## src/rtl/slbp_pkg.sv

```systemverilog
`default_nettype none

package slbp_pkg;

	// Default carrier period and number of breathing steps.
	localparam int PwmPeriodMsDefault = 10;
	localparam int BrightStepsDefault = 10;

	// Register widths and reset values.
	localparam int CfgIdxW   = 2;
	localparam int CfgDataW  = 8;
	localparam int BlinkW    = 8;
	localparam int DimW      = 4;
	localparam int HoldW     = 8;
	localparam int MsW       = 9;
	localparam int LevelW    = 4;
	localparam int LevelCnt  = 16;

	localparam logic [BlinkW-1:0] BlinkHalfReset = 8'd100;
	localparam logic [DimW-1:0]   DimOnReset     = 4'd3;
	localparam logic [HoldW-1:0]  HoldReset      = 8'd15;

	// Register indexes on the configuration port.
	localparam logic [CfgIdxW-1:0] CfgBlinkHalf = 2'd0;
	localparam logic [CfgIdxW-1:0] CfgDimOn     = 2'd1;
	localparam logic [CfgIdxW-1:0] CfgHold      = 2'd2;

	// Pattern iteration in progress.
	typedef enum logic [3:0] {
		MODE_NONE   = 4'b0001,
		MODE_ERROR  = 4'b0010,
		MODE_CONN   = 4'b0100,
		MODE_BREATH = 4'b1000
	} mode_t;

endpackage

`default_nettype wire

```

## src/rtl/status_led_breathing_pwm.sv

```systemverilog
`default_nettype none

// Channel   Direction  Handshake          Payload
// in        sink       in_valid/in_stall  error_event, link_connected
// out       source     out_valid/out_stall led_on
// cfg       sink       cfg_we             cfg_index, cfg_data
//
// Each tick beat is handled combinationally: mode choice, LED level and counter
// updates sit between the state registers and the led_on output register.
// One beat is taken per clock; in_stall rises only while a result waits in the
// output register and out_stall is high.
// Reset loads the default register values, clears the breathing level to 0 and starts with no pattern chosen.
module status_led_breathing_pwm
	import slbp_pkg::*;
#(
	parameter int PWM_PERIOD_MS = PwmPeriodMsDefault,
	parameter int BRIGHT_STEPS  = BrightStepsDefault
) (
	input  wire logic                clk,
	input  wire logic                arst_n,
	input  wire logic                in_valid,
	output logic                     in_stall,
	input  wire logic                error_event,
	input  wire logic                link_connected,
	output logic                     out_valid,
	input  wire logic                out_stall,
	output logic                     led_on,
	input  wire logic                cfg_we,
	input  wire logic [CfgIdxW-1:0]  cfg_index,
	input  wire logic [CfgDataW-1:0] cfg_data
);

	localparam logic [MsW-1:0]    PeriodMs  = MsW'(PWM_PERIOD_MS);
	localparam logic [LevelW-1:0] StepsTop  = LevelW'(BRIGHT_STEPS);

	// On-time per breathing level, worked out at elaboration.
	logic [MsW-1:0] on_tab [LevelCnt];
	for (genvar g = 0; g < LevelCnt; g++) begin : g_on_tab
		localparam int OnMs = (g * PWM_PERIOD_MS) / BRIGHT_STEPS;
		assign on_tab[g] = MsW'(OnMs);
	end

	logic [BlinkW-1:0] blink_half_q;
	logic [DimW-1:0]   dim_on_q;
	logic [HoldW-1:0]  hold_q;

	logic              error_latched_q;
	logic              came_conn_q;
	logic [LevelW-1:0] level_q;
	logic              going_up_q;
	mode_t             mode_q;
	logic [MsW-1:0]    ms_q;
	logic [HoldW-1:0]  held_q;

	logic              error_latched_d;
	logic              came_conn_d;
	logic [LevelW-1:0] level_d;
	logic              going_up_d;
	mode_t             mode_d;
	logic [MsW-1:0]    ms_d;
	logic [HoldW-1:0]  held_d;
	logic              lit;

	logic              accept;
	logic [BlinkW-1:0] half;
	logic [MsW-1:0]    dim_on;
	logic [HoldW-1:0]  hold;
	logic [MsW-1:0]    ms_cur;
	logic [MsW-1:0]    ms_inc;
	logic [HoldW-1:0]  held_inc;

	// A new beat may enter unless a finished result is still held back.
	assign in_stall = out_valid && out_stall;
	assign accept   = in_valid && !in_stall;

	// Configuration registers; an unknown index is dropped.
	always_ff @(posedge clk or negedge arst_n) begin
		if (!arst_n) begin
			blink_half_q <= BlinkHalfReset;
			dim_on_q     <= DimOnReset;
			hold_q       <= HoldReset;
		end else if (cfg_we) begin
			unique case (cfg_index)
				CfgBlinkHalf: blink_half_q <= cfg_data;
				CfgDimOn:     dim_on_q     <= cfg_data[DimW-1:0];
				CfgHold:      hold_q       <= cfg_data;
				default:      ;
			endcase
		end
	end

	// Register values with their zero and saturation rules applied.
	assign half   = (blink_half_q == '0) ? BlinkW'(1) : blink_half_q;
	assign hold   = (hold_q == '0) ? HoldW'(1) : hold_q;
	assign dim_on = ({{(MsW-DimW){1'b0}}, dim_on_q} > PeriodMs) ? PeriodMs
		: {{(MsW-DimW){1'b0}}, dim_on_q};

	// Next state and LED level for one tick.
	always_comb begin
		error_latched_d = error_latched_q || error_event;
		came_conn_d     = came_conn_q;
		level_d         = level_q;
		going_up_d      = going_up_q;
		mode_d          = mode_q;
		ms_cur          = ms_q;
		held_d          = held_q;
		lit             = 1'b0;

		// Choose a pattern at the start of an iteration.
		if (mode_q == MODE_NONE) begin
			ms_cur = '0;
			held_d = '0;
			if (error_latched_d) begin
				mode_d = MODE_ERROR;
			end else if (link_connected) begin
				mode_d      = MODE_CONN;
				came_conn_d = 1'b1;
			end else begin
				if (came_conn_q) begin
					level_d     = '0;
					going_up_d  = 1'b1;
					came_conn_d = 1'b0;
				end
				mode_d = MODE_BREATH;
			end
		end

		ms_inc   = ms_cur + MsW'(1);
		ms_d     = ms_inc;
		held_inc = held_d + HoldW'(1);

		unique case (mode_d)
			MODE_ERROR: begin
				lit = ms_cur < {1'b0, half};
				if (ms_inc >= {half, 1'b0} || ms_inc == '0) begin
					mode_d = MODE_NONE;
				end
			end
			MODE_CONN: begin
				lit = ms_cur < dim_on;
				if (ms_inc >= PeriodMs) begin
					mode_d = MODE_NONE;
				end
			end
			MODE_BREATH: begin
				lit = ms_cur < on_tab[level_d];
				if (ms_inc >= PeriodMs) begin
					ms_d   = '0;
					held_d = held_inc;
					if (held_inc >= hold || held_inc == '0) begin
						held_d = '0;
						mode_d = MODE_NONE;
						// Step the triangle wave.
						if (going_up_d) begin
							level_d = level_d + LevelW'(1);
							if (level_d >= StepsTop) begin
								going_up_d = 1'b0;
							end
						end else begin
							if (level_d != '0) begin
								level_d = level_d - LevelW'(1);
							end
							if (level_d == '0) begin
								going_up_d = 1'b1;
							end
						end
					end
				end
			end
			default: begin
				lit = 1'b0;
			end
		endcase
	end

	// Pattern state advances on each accepted beat.
	always_ff @(posedge clk or negedge arst_n) begin
		if (!arst_n) begin
			error_latched_q <= 1'b0;
			came_conn_q     <= 1'b0;
			level_q         <= '0;
			going_up_q      <= 1'b1;
			mode_q          <= MODE_NONE;
			ms_q            <= '0;
			held_q          <= '0;
		end else if (accept) begin
			error_latched_q <= error_latched_d;
			came_conn_q     <= came_conn_d;
			level_q         <= level_d;
			going_up_q      <= going_up_d;
			mode_q          <= mode_d;
			ms_q            <= ms_d;
			held_q          <= held_d;
		end
	end

	// Output register: holds a result until the sink takes it.
	always_ff @(posedge clk or negedge arst_n) begin
		if (!arst_n) begin
			out_valid <= 1'b0;
		end else if (accept) begin
			out_valid <= 1'b1;
		end else if (!out_stall) begin
			out_valid <= 1'b0;
		end
	end

	always_ff @(posedge clk) begin
		if (accept) begin
			led_on <= lit;
		end
	end

endmodule

`default_nettype wire
```

## config.mk

```make
export PLATFORM = sky130hd
export DESIGN_NAME = status_led_breathing_pwm
export DESIGN_NICKNAME = d
export VERILOG_FILES = /design/src/rtl/slbp_pkg.sv /design/src/rtl/status_led_breathing_pwm.sv
export SDC_FILE = /design/constraint.sdc
export NUM_CORES = 1
export LEC_CHECK = 0
export BUFFER_PORTS_ARGS = -buffer_cell sky130_fd_sc_hd__buf_2
export CORE_MARGIN = 3
export CORE_UTILIZATION = 40
export CTS_CLUSTER_DIAMETER = 150
export DETAILED_ROUTE_END_ITERATION = 6
export PLACE_DENSITY = 0.59
export SETUP_SLACK_MARGIN = 0.2
export SYNTH_ARGS = -nofsm -noshare
export SYNTH_HDL_FRONTEND = slang
export SYNTH_SLANG_ARGS = --single-unit
```

## constraint.sdc

```tcl
create_clock -name clk -period 4.2 [get_ports clk]
set_clock_uncertainty 0.15 [all_clocks]
set_input_delay 0.84 -clock clk [delete_from_list [all_inputs] [get_ports clk]]
set_output_delay 0.84 -clock clk [all_outputs]
set_load 0.05 [all_outputs]
```

## Word-level counts from Yosys, hierarchy flattened

Memory sizes are Yosys's and may differ from the RTL's.
Cells that the tools add are included.

- Flip-flop bits (word level): 50
- ROM bits: 144
- Input bits: 17
- Output and inout bits: 3
- Word-level logic and storage cells: 99
- Memories: 1

- Add/subtract/negate cells: 4
- Order comparisons: 9
- Equal/unequal tests: 7
- Multiplexer cells: 47
- Bitwise gates (word level): 2
- Reduce and logical (&&, ||, !) cells: 17

Memory list:

| name | words | width | read ports | clocked after memory_dff | wr ports | line | RTL |
|---|---|---|---|---|---|---|---|
| (name not given) | 16 | 9 | 1 | 0 | 0 | status_led_breathing_pwm.sv:146 | `lit = ms_cur < on_tab[level_d];` |

Operators by type and width:

| operator | count |
|---|---|
| $mux W4 | 21 |
| $mux W8 | 6 |
| $mux W9 | 5 |
| $logic_not A8 Y1 | 3 |
| $mux W1 | 13 |
| $pmux W4 S3 | 1 |
| $add A9 B1 Y9 const B | 1 |
| $ge A9 B4 Y1 const B | 1 |
| $ge A9 B9 Y1 | 1 |
| $logic_not A9 Y1 | 1 |
| $lt A9 B4 Y1 | 1 |
| $lt A9 B8 Y1 | 1 |
| $lt A9 B9 Y1 | 1 |
| $add A8 B1 Y8 const B | 1 |
| $ge A8 B8 Y1 | 1 |
| $reduce_and A2 Y1 | 3 |
| $ge A5 B5 Y1 const B | 1 |
| $not A4 Y5 | 1 |
| $add A4 B1 Y4 const B | 1 |
| $eq A4 B1 Y1 const B | 1 |
| $eq A4 B2 Y1 const B | 1 |
| $eq A4 B3 Y1 const B | 1 |
| $eq A4 B4 Y1 const B | 1 |
| $ge A4 B4 Y1 const B | 1 |
| 14 further kinds | 17 |

## Longest topological paths before layout

- Depth in word-level cells: 16
- Gate-level depth with buffers: 18
- Mapped depth without buffers: 15

## Worst setup path before layout

Ideal clock, no wire load.

- Path type: reg2reg
- From: reg mode_q[0]
- To: reg held_q[6]
- Library setup time: 0.064 ns
- Data arrival time: 4.024 ns
- Data required time: 3.986 ns
- Path slack: -0.038 ns
- Stages on the path, launching flop included: 16
- Clock period less this slack: 4.238 ns
- Cell sequence: dfstp_2 > or4b_4 > clkbuf_8 > clkbuf_1 > and2_1 > ha_1 > clkbuf_1 > and4_2 > nand2_1 > mux2i_1 > ha_1 > or4_2 > a21oi_1 > o22ai_2 > nor3_1 > a22o_2

- Longest elaborated chain between the ends: 8

RTL lines:

| what | line | RTL |
|---|---|---|
| from (decl) | status_led_breathing_pwm.sv:51 | `mode_t mode_q;` |
| from (signal assigned) | status_led_breathing_pwm.sv:191 | `mode_q <= mode_d;` |
| $eq A4 B1 Y1 | status_led_breathing_pwm.sv:110 | `if (mode_q == MODE_NONE) begin` |
| $mux W8 | status_led_breathing_pwm.sv:110 |  |
| $add A8 B1 Y8 | status_led_breathing_pwm.sv:130 | `held_inc = held_d + HoldW'(1);` |
| $ge A8 B8 Y1 / $logic_not A8 Y1 (equally long branches) | status_led_breathing_pwm.sv:150 | `if (held_inc >= hold \|\| held_inc == '0) begin` |
| $logic_or A1 B1 Y1 | status_led_breathing_pwm.sv:150 |  |
| $mux W8 | status_led_breathing_pwm.sv:150 |  |
| $mux W8 | status_led_breathing_pwm.sv:147 | `if (ms_inc >= PeriodMs) begin` |
| $mux W8 (*) | status_led_breathing_pwm.sv:132 | `unique case (mode_d)` |
| to (signal assigned) | status_led_breathing_pwm.sv:193 | `held_q <= held_d;` |
| to (decl) | status_led_breathing_pwm.sv:53 | `logic [HoldW-1:0] held_q;` |

Mark *: on every way between the ends. The rest lies on a longest branch, timed or not.
A chain may end at the register's enable or synchronous reset.

## Worst setup path after layout

- From: reg mode_q[0]
- To: reg going_up_q

- Longest elaborated chain between the ends: 14

RTL lines:

| what | line | RTL |
|---|---|---|
| $eq A4 B1 Y1 | status_led_breathing_pwm.sv:110 |  |
| $mux W4 | status_led_breathing_pwm.sv:110 |  |
| $sub A4 B1 Y4 / $reduce_bool A4 Y1 (equally long branches) | status_led_breathing_pwm.sv:161, status_led_breathing_pwm.sv:160 |  |
| $mux W4 | status_led_breathing_pwm.sv:160 | `if (level_d != '0) begin` |
| $mux W4 | status_led_breathing_pwm.sv:154 | `if (going_up_d) begin` |
| $mux W4 | status_led_breathing_pwm.sv:150 |  |
| $mux W4 | status_led_breathing_pwm.sv:147 |  |
| $mux W4 | status_led_breathing_pwm.sv:132 |  |
| $logic_not A4 Y1 | status_led_breathing_pwm.sv:163 | `if (level_d == '0) begin` |
| $mux W1 | status_led_breathing_pwm.sv:163 |  |
| $mux W1 | status_led_breathing_pwm.sv:154 |  |
| $mux W1 | status_led_breathing_pwm.sv:150 |  |
| $mux W1 | status_led_breathing_pwm.sv:147 |  |
| $mux W1 (*) | status_led_breathing_pwm.sv:132 |  |
| to (signal assigned) | status_led_breathing_pwm.sv:190 | `going_up_q <= going_up_d;` |
| to (decl) | status_led_breathing_pwm.sv:50 | `logic going_up_q;` |

Mark *: on every way between the ends. The rest lies on a longest branch, timed or not. The select of a mux whose other input is x is not followed.

==> impl_metrics.py <==
metrics = {
    "cells_and_area": {
        "fin_util_pct": 46.33,
        "drive_gt1_share_pct": 22.76,
        "stdcell_count": 586,
        "area_growth_pct": 11.13,
        "final_nets": 509,
        "antennaDiodeCount": 0,
        "fillCellCount": 894,
    },
    "power": {
        "p_per_area_nw_per_um2": 395.8,
        "vdd_ir_drop_max_mv": 0.1553,
        "power_leakage_nw": 1.894,
    },
    "clocking": {
        "clkTransAtPathRegs_ns": 0.09,
        "cts_tree": "done",
        "cts_sinks": 50,
        "insertion_delay_ns": 0.32,
        "hold_buffers": 0,
        "cts_buffers": 5,
        "clockBufferDepth": 2,
        "h-tree-depth": 2,
        "root_buffer": "clkbuf_8",
    },
    "critical_path": {
        "cp_max_fo": 10,
        "crit_path_start_kind": "flop",
        "crit_chain": "or4b_4 -> and2_4 -> ha_2 -> and4_4 -> nand2_1 -> mux2i_2 -> ha_2 -> o21ai_0 -> or2b_4 -> a21oi_4 -> o22ai_4 -> and2_2 -> o211a_1",
        "critPathMaxStageDelay_ns": 0.60,
        "cp.required_ns": 4.30,
        "cp_data_arrival_time_ns": 3.94,
        "endpoint_kind": "flop",
        "critPathKind": "flop to flop",
        "crit_path_top_delay_cell": "dfstp_2",
        "crit_path_frequent_cell": "ha_2",
    },
    "die": {
        "rows": 35,
        "die_area_um2": 10940,
        "start_util_pct": 41.69,
        "ios": 20,
        "fp.dieW_um": 104.6,
        "core_um2": 9328,
        "die_h_um": 104.6,
    },
    "logic_synthesis": {
        "synthDistinctLibCells": 72,
        "synthArstFlopShare_pct": 98.00,
        "yosysWarnings": 0,
        "synth_seq_cells": 50,
        "netlist_area_um2": 3889,
        "synth_area_per_cell_um2": 8.899,
        "yosys.area.top_type_share_pct": 24.45,
        "synthTopCellsByCount": "nand2_1 (53), dfrtp_1 (38), ha_1 (36)",
        "synthTopCellsByArea": "dfrtp_1 (24%), ha_1 (12%), dfstp_2 (7.4%), nand2_1 (5.1%), mux2_2 (4.1%)",
        "yosysMostFrequentCell": "nand2_1",
        "dominantRegCellSynth": "dfrtp_1",
        "synth_top_area_cell": "dfrtp_1",
        "synth_edf_count": 1,
        "netlist_instances": 437,
        "yosysSeqAreaShare_pct": 32.66,
        "synth_nets": 490,
    },
    "detailed_routing": {
        "wl_per_cell_um": 16.45,
        "drc": 0,
        "first_iter_violations": 209,
        "via_count": 3332,
        "viasPerCell": 5.686,
        "ant_nets": 0,
        "detail_route.first_pass.iterations": 6,
        "finalWirelength_um": 9641,
    },
    "place": {
        "dp.cells": 573,
        "portBuffers": 19,
        "gp_congestion": 0.8166,
        "place_hpwl_um": 7158,
    },
    "global_routing": {
        "met2_usage_pct": 29.66,
        "first_global_vias": 3233,
        "antenna_found_initial": 0,
        "grt_max_degree": 33,
        "grtUsageMet3_pct": 2.409,
        "grt_first_pass_wirelength_um": 16190,
        "gr-max-usage-layer": "met2",
        "met1_usage_pct": 24.65,
        "grt_overflow": 0,
        "grt_usage_pct": 18.08,
    },
    "timing": {
        "period_needed_ns": 3.838,
        "hold_viol": 0,
        "setup_viol": 0,
        "slew-limit-headroom_pct": 46.81,
        "worst_pin_slew_ns": 0.7978,
        "post-route-period-util_pct": 91.38,
        "grt_setup_unrepaired": "false",
        "hold_slack_ns": 0.3777,
        "clock.fmax_ghz": 0.2606,
        "finalSetupTns_ns": 0,
        "finalMaxSlewViolations": 0,
    },
    "run_status": {
        "status": "completed",
    },
    "min_path": {
        "hold_path_class": "flop to flop",
    },
    "flow_run": {
        "drv_cap": 0,
    },
}
-- power by group --
group | switching, mW | internal, mW
registers | 0.0907 | 0.571
logic | 0.419 | 0.323
clock network | 0.173 | 0.133
total | 0.683 | 1.03
-- logic make-up (layout without fill, tap and decap cells) --
| group | Yosys count | after routing | synth area share, % |
|---|---|---|---|
| AO/OA/AOI/OAI | 109 | 109 | 19.53 |
| XOR/XNOR | 13 | 13 | 2.928 |
| adder cells (fa/ha/maj) | 36 | 36 | 11.58 |
| buffers and inverters | 55 | 75 | 6.692 |
| flip-flops | 50 | 50 | 32.66 |
| multiplexers | 17 | 17 | 4.826 |
| AND/OR/NAND/NOR | 157 | 157 | 21.78 |
-- area by class of cell --
type | instances | area, µm² | area share [%]
clock inverter | 2 | 12.51 | 0.2895
clock buffer | 6 | 82.58 | 1.911
sequential | 50 | 1270 | 29.39
timing repair buffer | 39 | 245.2 | 5.675
multi-input combinational | 332 | 2445 | 56.57
inverter | 28 | 105.1 | 2.432
tap | 129 | 161.4 | 3.735
-- layer usage --
layer | routed length [µm] | vias to the layer above
li1 | - | 1639
met1 | 4488 | 1611
met2 | 4597 | 66
met3 | 342 | 16
met4 | 212 | 0
met5 | 0 | -
-- cells in the final DEF (no fill, tap or decap), types with 3 or more instances in the layout --
| cell type | synthesis | layout |
|---|---|---|
| a21o_1 | 3 | 3 |
| a21oi_1 | 20 | 17 |
| a22o_1 | 6 | 6 |
| a31oi_1 | 5 | 5 |
| a41oi_1 | 3 | 3 |
| and2_1 | 10 | 8 |
| buf_2 | 3 | 19 |
| buf_4 | 0 | 20 |
| clkbuf_8 | 2 | 6 |
| dfrtp_1 | 38 | 38 |
| dfstp_2 | 11 | 11 |
| ha_1 | 36 | 33 |
| ha_2 | 0 | 3 |
| inv_1 | 28 | 28 |
| mux2_2 | 14 | 14 |
| nand2_1 | 53 | 52 |
| nand2b_1 | 4 | 4 |
| nand3_1 | 12 | 12 |
| nand3b_1 | 4 | 4 |
| nand4_1 | 11 | 11 |
| nor2_1 | 24 | 24 |
| nor3_1 | 10 | 9 |
| nor3b_1 | 4 | 3 |
| o211ai_1 | 7 | 7 |
| o21a_1 | 4 | 4 |
| o21ai_0 | 25 | 24 |
| o31ai_1 | 4 | 4 |
| o41ai_1 | 7 | 7 |
| or3_1 | 3 | 3 |
| xnor2_1 | 5 | 5 |
| xor2_1 | 8 | 8 |
-- what timing repair did --
action                                  4_1_cts  5_1_grt
pin swaps                                     1        2
endpoints found under the hold margin         0        0
endpoints found under the setup margin        7       13
gates resized for setup                       2       10
buffers inserted                              0        5
-- per-stage QoR --
step / worst slack [ns] / area, µm² / power, mW
final: 0.3620 / 4322 / 1.711
after global routing: 0.1970 / 4322 / 1.851
after CTS: 0.2131 / 4240 / 1.680
after detailed placement: 0.1653 / 4131 / 1.356
after global placement: 0.2173 / 4131 / 1.337
after floorplan: 0.2144 / 3938 / 1.166
-- critical path, delay by kind of cell (launching register included) --
kind,cells,cell delay [ns]
simple gates,6,1.58
fa+ha+maj,2,0.54
compound gates,4,0.63
mux,1,0.27
flops,1,0.60
-- flip-flops by register name (all words and copies together) (netlist names) --
register and flops:
blink_half_q 8, came_conn_q 1, dim_on_q 4, error_latched_q 1, going_up_q 1, held_q 8, hold_q 8, led_on 1
level_q 4, mode_q 4, ms_q 9, out_valid 1
-- final timing paths --
check | start | endpoint | slack [ns] | cells past startpoint
worst max-delay path | mode_q[0] | going_up_q | 0.36 | 13
worst min-delay path | came_conn_q | came_conn_q | 0.38 | 1
worst max register to register | mode_q[0] | going_up_q | 0.36 | 13
worst min register to register | came_conn_q | came_conn_q | 0.38 | 1
max in group asynchronous | arst_n | blink_half_q[6] | 2.64 | 2
min in group asynchronous | arst_n | level_q[2] | 0.45 | 1
Power figures use the tool's default switching activity.
